<file path="config.mk">
export PLATFORM = sky130hd
export DESIGN_NAME = hourly_mean_window_buffer
export DESIGN_NICKNAME = d
export VERILOG_FILES = /design/src/design/hmwb_pkg.sv /design/src/design/hmwb_div.sv /design/src/design/hmwb_ram.sv /design/src/design/hourly_mean_window_buffer.sv
export SDC_FILE = /design/constraint.sdc
export NUM_CORES = 2
export LEC_CHECK = 0
export BUFFER_PORTS_ARGS = -buffer_cell sky130_fd_sc_hd__buf_2
export CAP_MARGIN = 20
export CORE_MARGIN = 1
export CORE_UTILIZATION = 40
export CTS_CLUSTER_SIZE = 30
export DETAILED_ROUTE_END_ITERATION = 12
export PLACE_DENSITY_LB_ADDON = 0.3
export SLEW_MARGIN = 20
export SYNTH_ARGS = -nofsm -noshare
export SYNTH_HDL_FRONTEND = slang
export SYNTH_SLANG_ARGS = --single-unit
</file>
<file path="constraint.sdc">
create_clock -name clk -period 28 [get_ports clk]
set_clock_uncertainty 0.05 [all_clocks]
set_input_delay 5.6 -clock clk [delete_from_list [all_inputs] [get_ports clk]]
set_output_delay 5.6 -clock clk [all_outputs]
set_load 0.03 [all_outputs]
</file>
<file path="src/design/hmwb_pkg.sv">
package hmwb_pkg;

	// Number of sensor channels carried by each beat.
	localparam int unsigned NCH = 4;
	// Default window length and bucket length.
	localparam int unsigned WINDOW_LEN_DEF = 24;
	localparam logic [16:0] BUCKET_SECONDS_RST = 17'd3600;
	// Saturation point of the per-bucket sample count.
	localparam logic [15:0] COUNT_MAX = 16'hFFFF;

	// Divider step counts for the bucket number and the channel means.
	localparam logic [5:0] DIV_STEPS_BUCKET = 6'd32;
	localparam logic [5:0] DIV_STEPS_MEAN = 6'd48;

	// Operation codes.
	localparam logic [1:0] OP_FEED = 2'd0;
	localparam logic [1:0] OP_READ = 2'd1;
	localparam logic [1:0] OP_CLEAR = 2'd2;

	typedef struct packed {
		logic [1:0] op;
		logic [31:0] timestamp;
		logic sample_valid;
		logic signed [31:0] temperature_in;
		logic signed [31:0] humidity_in;
		logic signed [31:0] co_in;
		logic signed [31:0] no2_in;
	} in_beat_t;

	typedef struct packed {
		logic window_ready;
		logic finalized;
		logic [4:0] filled_slots;
		logic [4:0] slot_index;
		logic signed [31:0] mean_temperature;
		logic signed [31:0] mean_humidity;
		logic signed [31:0] mean_co;
		logic signed [31:0] mean_no2;
		logic last;
	} out_beat_t;

	// One ring slot: the four channel means, channel 0 first.
	typedef logic [NCH-1:0][31:0] means_t;

	// Divider request from the sequencer.
	typedef struct packed {
		logic start;
		logic [47:0] dividend;
		logic [16:0] divisor;
		logic [5:0] steps;
	} div_req_t;

endpackage

</file>
<file path="src/design/hmwb_div.sv">
module hmwb_div (
	input logic clk,
	input logic arst_n,
	input hmwb_pkg::div_req_t req,
	output logic done,
	output logic [47:0] quotient
);
	import hmwb_pkg::*;

	logic [47:0] work_q;
	logic [16:0] rem_q;
	logic [16:0] div_q;
	logic [5:0] cnt_q;
	logic busy_q;
	logic [17:0] trial;
	logic ge;

	// One restoring step: bring in the next dividend bit and try a subtract.
	assign trial = {rem_q, work_q[47]};
	assign ge = trial >= {1'b0, div_q};

	always_ff @(posedge clk or negedge arst_n) begin
		if (!arst_n) begin
			busy_q <= 1'b0;
			cnt_q <= '0;
			done <= 1'b0;
		end else begin
			done <= 1'b0;
			if (req.start) begin
				busy_q <= 1'b1;
				cnt_q <= req.steps;
				work_q <= req.dividend;
				rem_q <= '0;
				div_q <= req.divisor;
			end else if (busy_q) begin
				work_q <= {work_q[46:0], ge};
				rem_q <= ge ? 17'(trial - {1'b0, div_q}) : trial[16:0];
				cnt_q <= cnt_q - 6'd1;
				if (cnt_q == 6'd1) begin
					busy_q <= 1'b0;
					done <= 1'b1;
				end
			end
		end
	end

	// Quotient bits collect at the bottom of the shifting word.
	assign quotient = work_q;

endmodule

</file>
<file path="src/design/hmwb_ram.sv">
module hmwb_ram #(
	parameter int unsigned DEPTH = hmwb_pkg::WINDOW_LEN_DEF,
	parameter int unsigned AW = $clog2(DEPTH)
) (
	input logic clk,
	input logic wr_en,
	input logic [AW-1:0] wr_addr,
	input hmwb_pkg::means_t wr_data,
	input logic [AW-1:0] rd_addr,
	output hmwb_pkg::means_t rd_data
);
	import hmwb_pkg::*;

	means_t mem [DEPTH];

	// Slot store with a registered read port.
	always_ff @(posedge clk) begin
		if (wr_en) begin
			mem[wr_addr] <= wr_data;
		end
		rd_data <= mem[rd_addr];
	end

endmodule

</file>
<file path="src/design/hourly_mean_window_buffer.sv">
// Time-bucketed average buffer for four sensor channels.
// The input channel (in_valid, in_stall, in_data) takes feed, read and clear
// beats; the output channel (out_valid, out_stall, out_data) returns results.
// The single register bucket_seconds is written with cfg_we and cfg_wdata and
// resets to 3600; the user must write it only while the block is idle, as
// the block itself does not enforce this. A feed beat runs the serial bucket
// division, then accumulation and the result. A feed that closes a non-empty
// bucket adds four 48-step divisions for the means. All divisions go through
// one shared restoring divider, one quotient bit per cycle. A read beat of a
// full window gives WINDOW_LEN results, one slot at a time, as each slot
// comes from the registered read port of the slot memory; otherwise a read,
// and a clear, give one result.
// Only one beat is worked on at a time; in_stall is high meanwhile.
// An output register holds each result until the receiver takes it; while
// out_stall is high the held result stays steady and no new one is loaded.
// Reset empties the window and the running sums; slot contents are only
// read once they have been written again.
module hourly_mean_window_buffer #(
	parameter int unsigned WINDOW_LEN = hmwb_pkg::WINDOW_LEN_DEF
) (
	input logic clk,
	input logic arst_n,
	input logic in_valid,
	output logic in_stall,
	input hmwb_pkg::in_beat_t in_data,
	output logic out_valid,
	input logic out_stall,
	output hmwb_pkg::out_beat_t out_data,
	input logic cfg_we,
	input logic [16:0] cfg_wdata
);
	import hmwb_pkg::*;

	localparam int unsigned AW = $clog2(WINDOW_LEN);
	localparam int unsigned CW = $clog2(WINDOW_LEN + 1);

	typedef enum logic [3:0] {
		S_IDLE,
		S_BDIV,
		S_BWAIT,
		S_DECIDE,
		S_MDIV,
		S_MWAIT,
		S_PUSH,
		S_ACCUM,
		S_FEMIT,
		S_RADDR,
		S_REMIT,
		S_SEMIT
	} state_t;

	state_t state_q;
	in_beat_t item_q;
	logic [16:0] bsec_q;
	logic [31:0] bucket_q;
	logic [31:0] cur_q;
	logic [31:0] last_q;
	logic acc_q;
	logic have_q;
	logic fin_q;
	logic [15:0] count_q;
	logic signed [47:0] sums_q [NCH];
	means_t means_q;
	logic [1:0] ch_q;
	logic [AW-1:0] head_q;
	logic [AW-1:0] rptr_q;
	logic [AW-1:0] t_q;
	logic [CW-1:0] filled_q;
	logic out_valid_q;
	out_beat_t out_q;

	div_req_t div_req;
	logic div_done;
	logic [47:0] div_quot;
	logic signed [47:0] cur_sum;
	logic [47:0] sum_mag;
	logic [31:0] mean_val;
	logic gap;
	logic [AW-1:0] wr_addr;
	logic wr_en;
	means_t rd_data;
	logic out_free;
	logic full;
	logic emit;

	// Control and payload bookkeeping.
	assign in_stall = (state_q != S_IDLE);
	assign out_valid = out_valid_q;
	assign out_data = out_q;
	assign out_free = !out_valid_q || !out_stall;
	assign full = (filled_q == CW'(WINDOW_LEN));
	assign emit = out_free &&
		(state_q == S_FEMIT || state_q == S_REMIT || state_q == S_SEMIT);

	// Divider operand selection.
	assign cur_sum = sums_q[ch_q];
	assign sum_mag = cur_sum[47] ? 48'(-cur_sum) : 48'(cur_sum);
	assign mean_val = cur_sum[47] ? 32'(-div_quot[31:0]) : div_quot[31:0];

	always_comb begin
		div_req = '0;
		if (state_q == S_BDIV) begin
			div_req.start = 1'b1;
			div_req.dividend = {item_q.timestamp, 16'd0};
			div_req.divisor = (bsec_q == '0) ? 17'd1 : bsec_q;
			div_req.steps = DIV_STEPS_BUCKET;
		end else if (state_q == S_MDIV) begin
			div_req.start = 1'b1;
			div_req.dividend = sum_mag;
			div_req.divisor = {1'b0, count_q};
			div_req.steps = DIV_STEPS_MEAN;
		end
	end

	// Ring write: a gap in bucket numbers restarts the ring at slot zero.
	assign gap = have_q && (cur_q != last_q + 32'd1);
	assign wr_addr = gap ? '0 : head_q;
	assign wr_en = (state_q == S_PUSH);

	hmwb_div u_div (
		.clk(clk),
		.arst_n(arst_n),
		.req(div_req),
		.done(div_done),
		.quotient(div_quot)
	);

	hmwb_ram #(
		.DEPTH(WINDOW_LEN),
		.AW(AW)
	) u_ram (
		.clk(clk),
		.wr_en(wr_en),
		.wr_addr(wr_addr),
		.wr_data(means_q),
		.rd_addr(rptr_q),
		.rd_data(rd_data)
	);

	// Configuration register.
	always_ff @(posedge clk or negedge arst_n) begin
		if (!arst_n) begin
			bsec_q <= BUCKET_SECONDS_RST;
		end else if (cfg_we) begin
			bsec_q <= cfg_wdata;
		end
	end

	// Sequencer with its state and registered outputs.
	always_ff @(posedge clk or negedge arst_n) begin
		if (!arst_n) begin
			state_q <= S_IDLE;
			cur_q <= '0;
			last_q <= '0;
			acc_q <= 1'b0;
			have_q <= 1'b0;
			fin_q <= 1'b0;
			count_q <= '0;
			for (int c = 0; c < NCH; c++) begin
				sums_q[c] <= '0;
			end
			ch_q <= '0;
			head_q <= '0;
			rptr_q <= '0;
			t_q <= '0;
			filled_q <= '0;
			out_valid_q <= 1'b0;
		end else begin
			// A result stays valid until taken, and a new one is loaded when free.
			out_valid_q <= emit || (out_valid_q && out_stall);
			case (state_q)
				S_IDLE: begin
					if (in_valid) begin
						item_q <= in_data;
						fin_q <= 1'b0;
						case (in_data.op)
							OP_FEED: state_q <= S_BDIV;
							OP_READ: begin
								rptr_q <= head_q;
								t_q <= '0;
								state_q <= full ? S_RADDR : S_SEMIT;
							end
							OP_CLEAR: begin
								cur_q <= '0;
								last_q <= '0;
								acc_q <= 1'b0;
								have_q <= 1'b0;
								count_q <= '0;
								for (int c = 0; c < NCH; c++) begin
									sums_q[c] <= '0;
								end
								head_q <= '0;
								filled_q <= '0;
								state_q <= S_SEMIT;
							end
							default: state_q <= S_IDLE;
						endcase
					end
				end
				S_BDIV: state_q <= S_BWAIT;
				S_BWAIT: begin
					if (div_done) begin
						bucket_q <= div_quot[31:0];
						state_q <= S_DECIDE;
					end
				end
				S_DECIDE: begin
					if (acc_q && bucket_q != cur_q) begin
						fin_q <= 1'b1;
						acc_q <= 1'b0;
						if (count_q == '0) begin
							// An empty bucket breaks the window.
							have_q <= 1'b0;
							filled_q <= '0;
							head_q <= '0;
							state_q <= S_ACCUM;
						end else begin
							ch_q <= '0;
							state_q <= S_MDIV;
						end
					end else begin
						state_q <= S_ACCUM;
					end
					if (!acc_q || bucket_q != cur_q) begin
						for (int c = 0; c < NCH; c++) begin
							sums_q[c] <= sums_q[c];
						end
					end
				end
				S_MDIV: state_q <= S_MWAIT;
				S_MWAIT: begin
					if (div_done) begin
						means_q[ch_q] <= mean_val;
						ch_q <= ch_q + 2'd1;
						state_q <= (ch_q == 2'(NCH - 1)) ? S_PUSH : S_MDIV;
					end
				end
				S_PUSH: begin
					head_q <= (wr_addr == AW'(WINDOW_LEN - 1)) ? '0 : wr_addr + AW'(1);
					if (gap) begin
						filled_q <= CW'(1);
					end else if (!full) begin
						filled_q <= filled_q + CW'(1);
					end
					last_q <= cur_q;
					have_q <= 1'b1;
					state_q <= S_ACCUM;
				end
				S_ACCUM: begin
					// Open a new bucket where needed, then add the sample.
					if (!acc_q || fin_q) begin
						cur_q <= bucket_q;
						acc_q <= 1'b1;
						if (item_q.sample_valid) begin
							sums_q[0] <= 48'(item_q.temperature_in);
							sums_q[1] <= 48'(item_q.humidity_in);
							sums_q[2] <= 48'(item_q.co_in);
							sums_q[3] <= 48'(item_q.no2_in);
							count_q <= 16'd1;
						end else begin
							for (int c = 0; c < NCH; c++) begin
								sums_q[c] <= '0;
							end
							count_q <= '0;
						end
					end else if (item_q.sample_valid && count_q != COUNT_MAX) begin
						sums_q[0] <= sums_q[0] + 48'(item_q.temperature_in);
						sums_q[1] <= sums_q[1] + 48'(item_q.humidity_in);
						sums_q[2] <= sums_q[2] + 48'(item_q.co_in);
						sums_q[3] <= sums_q[3] + 48'(item_q.no2_in);
						count_q <= count_q + 16'd1;
					end
					state_q <= S_FEMIT;
				end
				S_FEMIT: begin
					if (out_free) begin
						out_q <= '{window_ready: full, finalized: fin_q,
							filled_slots: 5'(filled_q), slot_index: 5'd0,
							mean_temperature: 32'sd0, mean_humidity: 32'sd0,
							mean_co: 32'sd0, mean_no2: 32'sd0, last: 1'b1};
						state_q <= S_IDLE;
					end
				end
				S_RADDR: state_q <= S_REMIT;
				S_REMIT: begin
					if (out_free) begin
						out_q <= '{window_ready: 1'b1, finalized: 1'b0,
							filled_slots: 5'(filled_q), slot_index: 5'(t_q),
							mean_temperature: rd_data[0], mean_humidity: rd_data[1],
							mean_co: rd_data[2], mean_no2: rd_data[3],
							last: (t_q == AW'(WINDOW_LEN - 1))};
						t_q <= t_q + AW'(1);
						rptr_q <= (rptr_q == AW'(WINDOW_LEN - 1)) ? '0 : rptr_q + AW'(1);
						state_q <= (t_q == AW'(WINDOW_LEN - 1)) ? S_IDLE : S_RADDR;
					end
				end
				S_SEMIT: begin
					if (out_free) begin
						out_q <= '{window_ready: 1'b0, finalized: 1'b0,
							filled_slots: 5'(filled_q), slot_index: 5'd0,
							mean_temperature: 32'sd0, mean_humidity: 32'sd0,
							mean_co: 32'sd0, mean_no2: 32'sd0, last: 1'b1};
						state_q <= S_IDLE;
					end
				end
				default: state_q <= S_IDLE;
			endcase
		end
	end

	// The fill count never passes the window length.
	assert property (@(posedge clk) disable iff (!arst_n) filled_q <= CW'(WINDOW_LEN))
		else $error("fill count beyond window length");

	// Only a full-window read gives a result that is not the last.
	assert property (@(posedge clk) disable iff (!arst_n)
		(out_valid && !out_data.last) |-> out_data.window_ready)
		else $error("non-final result outside a window read");

	// The divider finishes only while the sequencer waits for it.
	assert property (@(posedge clk) disable iff (!arst_n)
		div_done |-> (state_q == S_BWAIT || state_q == S_MWAIT))
		else $error("divider result not awaited");

endmodule

</file>
==> results.md <==
- Status: complete, no violations
- Starting Density: 40.2%
- Commonest non-fill, non-tap cell in the layout: edfxtp_1
- CP Launch Point: in_data[161]
- Reg area: 119,000 µm²
- Root Buffer: clkbuf_16
- Drt wl/cell: 28.7 µm
- Overflow after GRT: 0
- CP Data Arrival Time: 8940 ps
- Initial antenna violation count: 50
- Levels on crit path: 11
- Via count: 90,300
- Synth-to-layout area growth: 13.6%
- CP Max Fanout: 172
- Max-Cap Viols: 0
- Most frequent cells in the layout: edfxtp_1 (3,616), mux4_2 (943), o21ai_0 (452)
- DIE WIDTH: 647 µm
- Area of the core: 413,000 µm²
- Final setup TNS: 0 ps
- Vias in the first global route: 90,100
- Grt met3 use: 2.83%
- Required @ worst endpoint: 28,760 ps
- PostCTS Resize Cnt: 0
- I/O pins: 328
- CP top delay family: buffers and inverters
- Synthesis warning total: 0
- Syn avg cell area: 18.1 µm²
- Drt total wl: 445 mm
- Clk Latency, worst-skew pair: 990 ps
- Total Power: 17.4 mW
- Post-synth EDFFs: 3,616
- Synth cell types: 90
- GPL Wtd Cong: 0.876
- Crit Path Class: in2reg
- Via/cell ratio: 5.83
- Final ANT Viol Nets: 0
- CP Launch Type: input pin
- GR peak layer: met2
- Clock transition at the registers of the reported paths: 70 ps
- Measured slew at the worst slew-check pin: 1410 ps
- Global-route wire length before repair: 638 mm
- FF-to-FF path depth: 10
- Main combinational cell family by area after synthesis: multiplexers
- Critical path cell sequence: buf_2, inv_1, ha_1, and2_2, buf_4, o21ai_4, buf_12, buf_4, nor2_1, a222oi_1, inv_1
- Met1 Track Usage GR: 29.2%
- Worst Setup EP: sums_q[77]
- IO buf count: 327
- Synthesized area: 166,000 µm²
- GRT Total Usage: 20.9%
- Post-Syn Nets: 9,604
- Worst reg2reg setup slack: 20,700 ps
- Final min period: 8170 ps
- #FFs+latches synth: 4,071
- Cells after Synth: 9,188
- Max incr delay on CP: 570 ps
- Unrepaired setup endpoints after global routing: no
- Nets: 10,000
- Area share of the largest cell type after synthesis: 65.3%
- Met2 Use GR: 34.2%
- Height of the die: 647 µm
- HP Class: reg2reg
- XOR/XNOR share of the synthesized area: 1.78%
- Largest net degree at the start of global routing: 173
- Synth area leader: edfxtp_1
- Area contributors post-synth: edfxtp_1 (65%), mux4_2 (13%), dfrtp_1 (4.9%)
- Post-synthesis async set-or-reset flop share: 8.03%
- Cell row count: 236
- Max IR drop VDD: 0.0000774 V
- Sequential area share after synthesis: 71.8%
- Mux contribution to synthesized area: 13.7%
- F_max: 122 MHz
- Synth Area in Adders: 1.76%
- CTS tree: yes
- Setup bufs post-CTS: 0
- TritonCTS Buffers: 407
- Filler cells: 34,700
- Clk sinks: 4,071
- Multi-input gate area: 45,200 µm²
- Top_reg_cell synth: edfxtp_1
- Reg-to-Reg Start: rptr_q[0]
- H-tree Lvls: 5
- CP Buf/Inv Count: 6
- Fin. max-slew vios: 0
- P_leak: 63.8 nW
- DRC: 0
- Worst slew margin: 6.02%
- Clock Path Buffers: 4
- Post-synthesis simple-gate area fraction: 4.11%
- Count of final setup violators: 0
- Die area: 418,000 µm²
- Drt first pass iters: 6
- Capture point of the worst reg-to-reg path: u_ram.rd_data[66]
- Share of layout cells above drive strength 1: 22.2%
- Iteration-0 DRC Markers: 10,500
- Period utilization: 29.2%
- CP max stage cell: buf_4
- DP HPWL: 246 mm
- Final Hold Vio Count: 0
- Crit end category: register
- CTS Hold Bufs: 0
- PwrDens: 92.2 nW/µm²
- Synth Area in Compound Gates: 5.48%
[registers in the layout, indices dropped and copies added (netlist names), 6 cells and up]
register / flops
u_div.quotient: 48
item_q: 161
u_div.cnt_q: 6
u_div.div_q: 17
count_q: 16
u_div.rem_q: 17
u_ram.rd_data: 128
bucket_q: 32
sums_q: 192
means_q: 128
u_ram.mem: 3072
last_q: 32
cur_q: 32
bsec_q: 17
out_data: 141
[layer usage]
metal,vias up,wire length [µm]
li1,38100,-
met1,47600,183000
met2,3941,214000
met3,690,34100
met4,4,12900
met5,-,30
[worst reg2reg max path: stages, from the launching register on]
cell and delay (ps):
dfrtp_4 970, buf_4 780, buf_12 630, buf_4 850, buf_12 770, buf_4 1000
buf_4 820, mux4_2 640, mux4_2 490, nor2_1 120, a21oi_1 50
[Yosys cell counts (all sizes together), types with 34 or more instances]
cell type	n
mux4	943
a22o	96
a21o	128
nand3	162
xnor2	165
mux2i	136
nor4	34
ha	226
edfxtp	3616
o21bai	34
a21oi	404
a22oi	58
nor3	71
nor2	315
inv	96
buf	127
dfxtp	128
o31ai	37
nand2	443
a31oi	50
xor2	172
o21ai	464
nand4	46
dfrtp	323
and3	183
clkbuf	347
[how the worst min path moves through the flow]
stage | from | to | slack (ps) | cells past startpoint
detailed placement | sums_q[181] | sums_q[181] | 440 | 2
floorplan | t_q[4] | t_q[4] | 410 | 1
global route | u_ram.rd_data[53] | out_data[86] | 460 | 1
global placement | sums_q[96] | sums_q[96] | 440 | 2
CTS | u_ram.rd_data[57] | out_data[90] | 430 | 1
finish | u_ram.rd_data[57] | out_data[90] | 450 | 1
[report_power, final]
part           total (mW)  leakage, nW  switching, mW  internal [mW]
combinational        4.49         19.0           2.57           1.91
clock                5.52         6.65           2.35           3.17
sequential           7.41         38.1          0.409           7.00
total                17.4         63.8           5.33           12.1
[stage by stage]
| step | hold WS (ps) | util, % | instances | setup slack, ps | area (µm²) |
|---|---|---|---|---|---|
| 5_1_grt | 456 | 45.6 | 15500 | 19660 | 189000 |
| 4_1_cts | 426 | 45.6 | 15500 | 20030 | 189000 |
| 6_report | 446 | 45.7 | 15500 | 19830 | 189000 |
| 3_3_place_gp | 438 | 42.3 | 14700 | 18980 | 175000 |
| 2_1_floorplan | 409 | - | 9188 | 11830 | 166000 |
| 3_5_place_dp | 441 | 42.3 | 14700 | 19030 | 175000 |
[logic make-up after synthesis]
| group | Yosys count |
|---|---|
| AND/OR/NAND/NOR | 1414 |
| XOR/XNOR | 337 |
| flip-flops | 4071 |
| AO/OA/AOI/OAI | 1465 |
| buffers and inverters | 570 |
| adder cells (fa/ha/maj) | 231 |
| multiplexers | 1100 |
[area by class of cell]
cell class,instances,area share (%)
Antenna cell,44,0.0583
Clock buffer,548,5.99
Clock inverter,214,1.22
Inverter,96,0.195
Multi-Input combinational cell,4547,23.9
Sequential cell,4071,63.2
Tap cell,5474,3.63
Timing Repair Buffer,501,1.74
(Power assumes the default switching activity.)
